File: config.mk
export PLATFORM = sky130hd
export DESIGN_NAME = shell_quote_tokenizer_top
export DESIGN_NICKNAME = d
export VERILOG_FILES = /design/src/rtl/core/stq_pkg.sv /design/src/rtl/core/stq_front.sv /design/src/rtl/core/stq_queue.sv /design/src/rtl/core/stq_back.sv /design/src/rtl/core/shell_quote_tokenizer_top.sv
export SDC_FILE = /design/constraint.sdc
export NUM_CORES = 1
export LEC_CHECK = 0
export BUFFER_PORTS_ARGS = -buffer_cell sky130_fd_sc_hd__clkbuf_2
export CAP_MARGIN = 10
export CELL_PAD_IN_SITES_DETAIL_PLACEMENT = 1
export CELL_PAD_IN_SITES_GLOBAL_PLACEMENT = 1
export CORE_AREA = 4 4 114 116
export DETAILED_ROUTE_END_ITERATION = 8
export DIE_AREA = 0 0 118 120
export GPL_ROUTABILITY_DRIVEN = 1
export PLACE_DENSITY = 0.92
export SLEW_MARGIN = 20
export SYNTH_ARGS = -nofsm -noshare
export SYNTH_HDL_FRONTEND = slang
export SYNTH_SLANG_ARGS = --single-unit
File: constraint.sdc
create_clock -name clk -period 10.6 [get_ports clk]
set_input_delay 1.06 -clock clk [delete_from_list [all_inputs] [get_ports clk]]
set_output_delay 1.06 -clock clk [all_outputs]
set_load 0.01 [all_outputs]
File: src/rtl/core/stq_pkg.sv
// Shared types, byte constants and result builders for the shell quote tokenizer.
package stq_pkg;

  typedef enum logic [2:0] {
    MODE_PLAIN = 3'd0,
    MODE_SQ    = 3'd1,
    MODE_DQ    = 3'd2,
    MODE_PESC  = 3'd3,
    MODE_DESC  = 3'd4
  } lex_mode_t;

  localparam logic [7:0] CH_TAB     = 8'h09;
  localparam logic [7:0] CH_CR      = 8'h0D;
  localparam logic [7:0] CH_SPACE   = 8'h20;
  localparam logic [7:0] CH_DQUOTE  = 8'h22;
  localparam logic [7:0] CH_DOLLAR  = 8'h24;
  localparam logic [7:0] CH_SQUOTE  = 8'h27;
  localparam logic [7:0] CH_BSLASH  = 8'h5C;
  localparam logic [7:0] CH_LOWER_N = 8'h6E;
  localparam logic [7:0] CH_LOWER_T = 8'h74;

  localparam int MAX_RESULTS = 3;

  // One output transfer.
  typedef struct packed {
    logic       unmatched_quote;
    logic       line_end;
    logic       word_end;
    logic       char_valid;
    logic [7:0] out_char;
    logic       last;
  } result_t;

  // All results caused by one input byte, in emission order.
  typedef struct packed {
    logic [1:0]                  cnt;
    result_t [MAX_RESULTS-1:0]   res;
  } cmd_t;

  function automatic result_t char_res(input logic [7:0] ch);
    result_t r;
    r                 = '0;
    r.out_char        = ch;
    r.char_valid      = 1'b1;
    return r;
  endfunction

  function automatic result_t mark_res(input logic we, input logic le, input logic uq);
    result_t r;
    r                 = '0;
    r.word_end        = we;
    r.line_end        = le;
    r.unmatched_quote = uq;
    return r;
  endfunction

  function automatic logic is_ws(input logic [7:0] c);
    return (c == CH_SPACE) || ((c >= CH_TAB) && (c <= CH_CR));
  endfunction

endpackage

File: src/rtl/core/stq_front.sv
// Front end: lexer state machine that turns each byte into a bundle of results.
module stq_front (
  input  logic          clk,
  input  logic          rst,
  input  logic          accept,
  input  logic [7:0]    char_in,
  input  logic          end_of_line,
  output logic          push,
  output stq_pkg::cmd_t cmd
);
  import stq_pkg::*;

  lex_mode_t mode, mode_next;
  logic      word_nonempty, word_nonempty_next;

  lex_mode_t                 m;
  logic                      wn;
  logic                      open;
  logic [1:0]                k;
  result_t [MAX_RESULTS-1:0] res;

  always_ff @(posedge clk) begin
    if (rst) begin
      mode          <= MODE_PLAIN;
      word_nonempty <= 1'b0;
    end else begin
      mode          <= mode_next;
      word_nonempty <= word_nonempty_next;
    end
  end

  always_comb begin
    m    = mode;
    wn   = word_nonempty;
    k    = '0;
    res  = '0;
    open = 1'b0;

    unique case (mode)
      MODE_SQ: begin
        if (char_in == CH_SQUOTE) begin
          m = MODE_PLAIN;
        end else begin
          res[k] = char_res(char_in);
          k      = k + 2'd1;
          wn     = 1'b1;
        end
      end
      MODE_DQ: begin
        if (char_in == CH_DQUOTE) begin
          m = MODE_PLAIN;
        end else if (char_in == CH_BSLASH) begin
          m = MODE_DESC;
        end else begin
          res[k] = char_res(char_in);
          k      = k + 2'd1;
          wn     = 1'b1;
        end
      end
      MODE_DESC: begin
        // keep the backslash unless it escapes one of the three special bytes
        if (char_in != CH_BSLASH && char_in != CH_DQUOTE && char_in != CH_DOLLAR) begin
          res[k] = char_res(CH_BSLASH);
          k      = k + 2'd1;
        end
        res[k] = char_res(char_in);
        k      = k + 2'd1;
        wn     = 1'b1;
        m      = MODE_DQ;
      end
      MODE_PESC: begin
        if (char_in == CH_LOWER_T) begin
          res[k] = char_res(CH_TAB);
          k      = k + 2'd1;
        end else if (char_in == CH_LOWER_N || char_in == CH_BSLASH || char_in == CH_SPACE ||
                     char_in == CH_SQUOTE || char_in == CH_DQUOTE) begin
          res[k] = char_res(char_in);
          k      = k + 2'd1;
        end else begin
          res[k] = char_res(CH_BSLASH);
          k      = k + 2'd1;
          res[k] = char_res(char_in);
          k      = k + 2'd1;
        end
        wn = 1'b1;
        m  = MODE_PLAIN;
      end
      default: begin
        if (char_in == CH_SQUOTE) begin
          m = MODE_SQ;
        end else if (char_in == CH_DQUOTE) begin
          m = MODE_DQ;
        end else if (char_in == CH_BSLASH) begin
          m = MODE_PESC;
        end else if (is_ws(char_in)) begin
          if (wn) begin
            res[k] = mark_res(1'b1, 1'b0, 1'b0);
            k      = k + 2'd1;
            wn     = 1'b0;
          end
        end else begin
          res[k] = char_res(char_in);
          k      = k + 2'd1;
          wn     = 1'b1;
        end
      end
    endcase

    if (end_of_line) begin
      // a dangling backslash at line end is literal
      if (m == MODE_PESC || m == MODE_DESC) begin
        res[k] = char_res(CH_BSLASH);
        k      = k + 2'd1;
        wn     = 1'b1;
        m      = (m == MODE_DESC) ? MODE_DQ : MODE_PLAIN;
      end
      open   = (m == MODE_SQ) || (m == MODE_DQ);
      res[k] = mark_res(wn, 1'b1, open);
      k      = k + 2'd1;
      wn     = 1'b0;
      m      = MODE_PLAIN;
    end

    if (k != 2'd0) begin
      res[k - 2'd1].last = 1'b1;
    end

    mode_next          = accept ? m  : mode;
    word_nonempty_next = accept ? wn : word_nonempty;
    push               = accept && (k != 2'd0);
    cmd.cnt            = k;
    cmd.res            = res;
  end

endmodule

File: src/rtl/core/stq_queue.sv
// Small register queue of per-byte result bundles between front and back.
module stq_queue #(
  parameter int DEPTH = 4
) (
  input  logic          clk,
  input  logic          rst,
  input  logic          push,
  input  stq_pkg::cmd_t push_cmd,
  input  logic          pop,
  output stq_pkg::cmd_t head,
  output logic          empty,
  output logic          full
);
  import stq_pkg::*;

  localparam int PTR_W = (DEPTH > 1) ? $clog2(DEPTH) : 1;
  localparam int CNT_W = $clog2(DEPTH + 1);

  cmd_t             entries [DEPTH];
  logic [PTR_W-1:0] wr_ptr, wr_ptr_next;
  logic [PTR_W-1:0] rd_ptr, rd_ptr_next;
  logic [CNT_W-1:0] count, count_next;

  assign empty = (count == CNT_W'(0));
  assign full  = (count == CNT_W'(DEPTH));
  assign head  = entries[rd_ptr];

  always_comb begin
    wr_ptr_next = wr_ptr;
    rd_ptr_next = rd_ptr;
    count_next  = count;
    if (push) begin
      wr_ptr_next = (wr_ptr == PTR_W'(DEPTH - 1)) ? '0 : wr_ptr + PTR_W'(1);
    end
    if (pop) begin
      rd_ptr_next = (rd_ptr == PTR_W'(DEPTH - 1)) ? '0 : rd_ptr + PTR_W'(1);
    end
    if (push && !pop) begin
      count_next = count + CNT_W'(1);
    end else if (pop && !push) begin
      count_next = count - CNT_W'(1);
    end
  end

  always_ff @(posedge clk) begin
    if (rst) begin
      wr_ptr <= '0;
      rd_ptr <= '0;
      count  <= '0;
    end else begin
      wr_ptr <= wr_ptr_next;
      rd_ptr <= rd_ptr_next;
      count  <= count_next;
    end
  end

  always_ff @(posedge clk) begin
    if (push) begin
      entries[wr_ptr] <= push_cmd;
    end
  end

  a_no_pop_empty: assert property (@(posedge clk) disable iff (rst) pop |-> !empty)
    else $error("queue popped while empty");
  a_count_bound: assert property (@(posedge clk) disable iff (rst) count <= CNT_W'(DEPTH))
    else $error("queue count out of range");
  a_count_grow: assert property (@(posedge clk) disable iff (rst)
      (push && !pop) |=> (count == $past(count) + CNT_W'(1)))
    else $error("queue count did not advance on push");

endmodule

File: src/rtl/core/stq_back.sv
// Back end: walks the results of the head bundle out, one transfer per cycle while the receiver is ready.
module stq_back (
  input  logic          clk,
  input  logic          rst,
  input  stq_pkg::cmd_t head,
  input  logic          empty,
  output logic          pop,
  output logic          m_axis_tvalid,
  input  logic          m_axis_tready,
  output logic [7:0]    m_axis_tdata,
  output logic [3:0]    m_axis_tuser,
  output logic          m_axis_tlast
);
  import stq_pkg::*;

  logic [1:0] idx, idx_next;
  result_t    cur;
  logic       xfer;

  assign cur           = head.res[idx];
  assign m_axis_tvalid = !empty;
  assign m_axis_tdata  = cur.out_char;
  assign m_axis_tuser  = {cur.unmatched_quote, cur.line_end, cur.word_end, cur.char_valid};
  assign m_axis_tlast  = cur.last;
  assign xfer          = m_axis_tvalid && m_axis_tready;
  // the final result of a bundle frees its queue slot
  assign pop           = xfer && cur.last;

  always_comb begin
    idx_next = idx;
    if (pop) begin
      idx_next = '0;
    end else if (xfer) begin
      idx_next = idx + 2'd1;
    end
  end

  always_ff @(posedge clk) begin
    if (rst) begin
      idx <= '0;
    end else begin
      idx <= idx_next;
    end
  end

  a_idx_in_bundle: assert property (@(posedge clk) disable iff (rst)
      m_axis_tvalid |-> (idx < head.cnt))
    else $error("result index past end of bundle");
  a_idx_restart: assert property (@(posedge clk) disable iff (rst) pop |=> (idx == 2'd0))
    else $error("result index not restarted after bundle");
  a_mark_no_char: assert property (@(posedge clk) disable iff (rst)
      (m_axis_tvalid && (cur.word_end || cur.line_end)) |-> !cur.char_valid)
    else $error("marker result carries a byte");

endmodule

File: src/rtl/core/shell_quote_tokenizer_top.sv
// Top level of the shell quote tokenizer: lexer front, result queue, output back end.
//
// Splits a command line, one byte per input transfer, into words with shell
// quoting rules. Input: s_axis_tdata is the byte, s_axis_tlast marks the last
// byte of the line. Output: one transfer per result; m_axis_tdata is the word
// byte, m_axis_tuser flags what the transfer is (byte, end of word, end of
// line, open quote at end of line), m_axis_tlast marks the final result that
// one input byte produced. A byte may produce zero to three results.
// A byte's results are registered in the queue when the byte is taken and are
// offered once earlier results have left. Throughput: one input byte per cycle
// while the queue has room; the output side moves one result per cycle while
// m_axis_tready is high. The queue holds QUEUE_DEPTH bytes' worth of results,
// and s_axis_tready drops only when it is full.
// Reset returns the lexer to plain mode with no open word and empties the
// queue. When the receiver stalls, the current result holds on the output and
// input bytes keep being taken until the queue fills.
module shell_quote_tokenizer_top #(
  parameter int QUEUE_DEPTH = 4
) (
  input  logic       clk,
  input  logic       rst,
  input  logic       s_axis_tvalid,
  output logic       s_axis_tready,
  input  logic [7:0] s_axis_tdata,   // [7:0] char_in
  input  logic       s_axis_tlast,
  output logic       m_axis_tvalid,
  input  logic       m_axis_tready,
  output logic [7:0] m_axis_tdata,   // [7:0] out_char
  output logic [3:0] m_axis_tuser,   // [0] char_valid, [1] word_end, [2] line_end,
                                     // [3] unmatched_quote
  output logic       m_axis_tlast
);
  import stq_pkg::*;

  logic accept;
  logic push;
  logic pop;
  logic empty;
  logic full;
  cmd_t cmd;
  cmd_t head;

  assign s_axis_tready = !full;
  assign accept        = s_axis_tvalid && s_axis_tready;

  stq_front u_front (
    .clk         (clk),
    .rst         (rst),
    .accept      (accept),
    .char_in     (s_axis_tdata),
    .end_of_line (s_axis_tlast),
    .push        (push),
    .cmd         (cmd)
  );

  stq_queue #(
    .DEPTH (QUEUE_DEPTH)
  ) u_queue (
    .clk      (clk),
    .rst      (rst),
    .push     (push),
    .push_cmd (cmd),
    .pop      (pop),
    .head     (head),
    .empty    (empty),
    .full     (full)
  );

  stq_back u_back (
    .clk           (clk),
    .rst           (rst),
    .head          (head),
    .empty         (empty),
    .pop           (pop),
    .m_axis_tvalid (m_axis_tvalid),
    .m_axis_tready (m_axis_tready),
    .m_axis_tdata  (m_axis_tdata),
    .m_axis_tuser  (m_axis_tuser),
    .m_axis_tlast  (m_axis_tlast)
  );

endmodule

==> results.sh <==
export IMPL_status="completed"
export IMPL_vias=4126
export IMPL_worstRegToRegCells=17
export IMPL_cp_max_fo=11
export IMPL_synth_seq_cells=139
export IMPL_worst_slew_pin_slew_ns=0.992
export IMPL_synth_top_cells_by_area="edfxtp_1, mux4_2, dfxtp_1"
export IMPL_hold_path_endpoint="u_queue.wr_ptr[1]"
export IMPL_hp_class="reg2reg"
export IMPL_worstHoldStart="u_queue.wr_ptr[1]"
export IMPL_die_area_um2=14200
export IMPL_reg2reg_slack_ns=6.02
export IMPL_drt_pass1_iter_count=5
export IMPL_overflow=0
export IMPL_yosysTopAreaCellShare_pct=56.6
export IMPL_port_buffers=27
export IMPL_setup_tns_ns=0
export IMPL_track_usage_pct=24.2
export IMPL_vdd_drop_max_mv=0.101
export IMPL_whs_path_depth=2
export IMPL_cp_top_family="simple AND/OR/NAND/NOR gates"
export IMPL_globalplace_congestion=0.901
export IMPL_layout_drive_gt1_share_pct=23.4
export IMPL_r2r_start="u_front.mode[0]"
export IMPL_cts_tree="done"
export IMPL_p_per_area_nw_per_um2=220
export IMPL_area_growth_pct=13.3
export IMPL_drc=0
export IMPL_cts_resized=0
export IMPL_synth_edf_count=124
export IMPL_synthDistinctLibCells=64
export IMPL_slowest_stage="nor4b_4"
export IMPL_rsz0062_at_grt="false"
export IMPL_fin_skew_ns=0.00663
export IMPL_clock_sinks=139
export IMPL_path_buf_inv=2
export IMPL_num_io_pins=28
export IMPL_setup_violations=0
export IMPL_core_area_um2=11900
export IMPL_grt_max_degree=32
export IMPL_die_h_um=120
export IMPL_cp_slowest_stage_delay_ns=0.39
export IMPL_die_w_um=118
export IMPL_post_cts_buffers=0
export IMPL_hold_buffers=0
export IMPL_syn_avg_cell_area_um2=14.2
export IMPL_synth_area_um2=6580
export IMPL_grt_first_pass_wirelength_um=25700
export IMPL_clkLatencyLatePin_ns=0.42
export IMPL_avgViaCountPerCell=6.34
export IMPL_power_mw=1.64
export IMPL_final_antenna_net_count=0
export IMPL_synth_fp_nets=490
export IMPL_regToRegEndpoint="u_queue.count[2]"
export IMPL_nNetsFinal=517
export IMPL_fmaxAchievable_mhz=203
export IMPL_start_util_pct=55.3
export IMPL_grt_pass1_vias=4499
export IMPL_cts_clk_slew_worst_paths_ns=0.06
export IMPL_post_route_period_util_pct=46.4
export IMPL_end_kind="flip-flop"
export IMPL_routed_wl_um=15900
export IMPL_wl_per_cell_um=24.4
export IMPL_htreeDepth=4
export IMPL_async_flop_share_pct=0
export IMPL_report_final_hold_viol_count=0
export IMPL_leakage_nw=2.68
export IMPL_maxCapViolations=0
export IMPL_antenna_found_initial=0
export IMPL_cp_start_kind="input pin"
export IMPL_crit_arrival_ns=5.28
export IMPL_fillers=1120
export IMPL_synth_area_leader_cell="edfxtp_1"
export IMPL_dr_first_iter_drc_count=450
export IMPL_synth_ff_type="edfxtp_1"
export IMPL_crit_path_frequent_cell="ha_1"
export IMPL_hpwl_um=10200
export IMPL_num_rows=40
export IMPL_drv_slew=0
export IMPL_cts_buffers_inserted=17
export IMPL_n_antenna_cell=0
export IMPL_ys_warn_count=0
export IMPL_fin_crit_ns=4.92
export IMPL_critPathRequiredTime_ns=10.96
export IMPL_syn_inst=464
export IMPL_crit_chain="clkbuf_2 -> nor4b_4 -> nand4_4 -> nand2_1 -> o31a_1 -> and3_4 -> ha_1 -> o21ai_0 -> ha_1 -> nand2_1 -> o21ai_4 -> a31oi_4 -> ha_1 -> inv_1 -> fa_1 -> xor2_1 -> or3_1 -> a21oi_1"
export IMPL_slew_headroom_pct=33.7
export IMPL_yosysSeqAreaShare_pct=61.1
export IMPL_path_class="in2reg"
export IMPL_clockBufferDepth=2
export IMPL_ctsRootBufferMaster="clkbuf_16"
worst max-delay path by stage:
stage,start,slack (ns),end,cells past startpoint
floorplan,s_axis_tdata[1],5.89,u_queue.count[2],18
global placement,s_axis_tdata[1],5.59,u_queue.count[2],18
detailed placement,s_axis_tdata[1],5.32,u_queue.count[2],18
CTS,s_axis_tdata[1],5.70,u_queue.count[2],18
global route,s_axis_tdata[1],5.42,u_queue.count[2],18
finish,s_axis_tdata[2],5.68,u_queue.count[2],18
worst min-delay path, cell delays in order, from the launching register on:
cell and delay [ns]:
dfxtp_1 0.33, nand2b_1 0.08, mux2i_1 0.06
routing by layer:
layer | vias up | GRT usage [%] | share of wire, %
met1 | 2075 | 31.3 | 40
met3 | 30 | 6.27 | 6.2
met4 | 0 | 6.74 | 2.2
met2 | 177 | 40.9 | 51
met5 | - | 0 | 0
li1 | 1844 | - | -
sequential cells by signal, indices dropped and copies added (netlist names), named ones only:
signal and cells:
u_back.idx 2, u_front.mode 3, u_front.word_nonempty 1, u_queue.count 3
u_queue.entries 124, u_queue.rd_ptr 2, u_queue.wr_ptr 2
cell type report:
type / count / area, um^2 / area share, %
inverters: 15 / 56.3 / 0.755
flip-flops and latches: 139 / 4030 / 54.0
multi-input cells: 285 / 2380 / 32.0
clock inverters: 14 / 198 / 2.65
well taps: 147 / 184 / 2.47
repair buffers: 33 / 180 / 2.42
clock buffers: 18 / 429 / 5.76
per-stage QoR:
stage,worst slack [ns],cells,instance area [um^2],utilization [%],hold slack (ns)
after floorplan,5.89,464,6580,-,0.464
after global placement,5.59,619,6830,57.3,0.469
after detailed placement,5.32,619,6830,57.3,0.517
after CTS,5.70,651,7460,62.6,0.541
after global routing,5.42,651,7460,62.6,0.551
final,5.68,651,7460,62.6,0.529
cells in the mapped netlist, types with 2 or more instances:
master / instances
a31oi_4: 2
nand4_1: 5
or3_1: 5
mux4_2: 31
ha_1: 12
a31oi_1: 2
nand3_1: 6
buf_2: 8
nand4b_1: 2
o21ai_1: 2
nor2b_1: 3
nand2b_1: 6
mux2i_1: 12
and3_1: 8
a22oi_1: 4
o22ai_1: 5
xnor2_1: 5
inv_1: 12
buf_6: 2
o21ai_0: 12
a31o_2: 5
nand2_1: 47
a21o_1: 2
nor2_1: 33
xor2_1: 2
clkbuf_1: 14
clkinv_1: 2
and2_1: 7
edfxtp_1: 124
dfxtp_1: 15
nor3_1: 8
a21oi_1: 25
nor4b_4: 2
nand2b_2: 2
a211oi_1: 2
and4b_1: 2
logic make-up after synthesis:
kind of cell	Yosys count	share of synthesized area (%)
AOI/OAI and AO/OA	73	7.51
xor gates and xnor gates	7	0.931
adders and majority gates	14	2.74
buffers and inverters	40	2.66
DFF	139	61.1
muxes	44	12.7
and+or+nand+nor	147	12.4
report_power, final:
part           internal [mW]  switching, mW
combinational          0.153          0.186
clock                  0.394          0.227
sequential             0.648         0.0368
cells in the final DEF, fill, tap and decap left out, types with 8 or more instances in the layout:
master / count
edfxtp_1: 124
nand2_1: 47
nor2_1: 33
mux4_2: 31
clkbuf_2: 27
a21oi_1: 25
clkbuf_16: 17
dfxtp_1: 14
inv_1: 12
mux2i_1: 12
o21ai_0: 12
ha_1: 12
nor3_1: 8
and3_1: 8
Note: power is estimated with default switching activity, not from simulation.
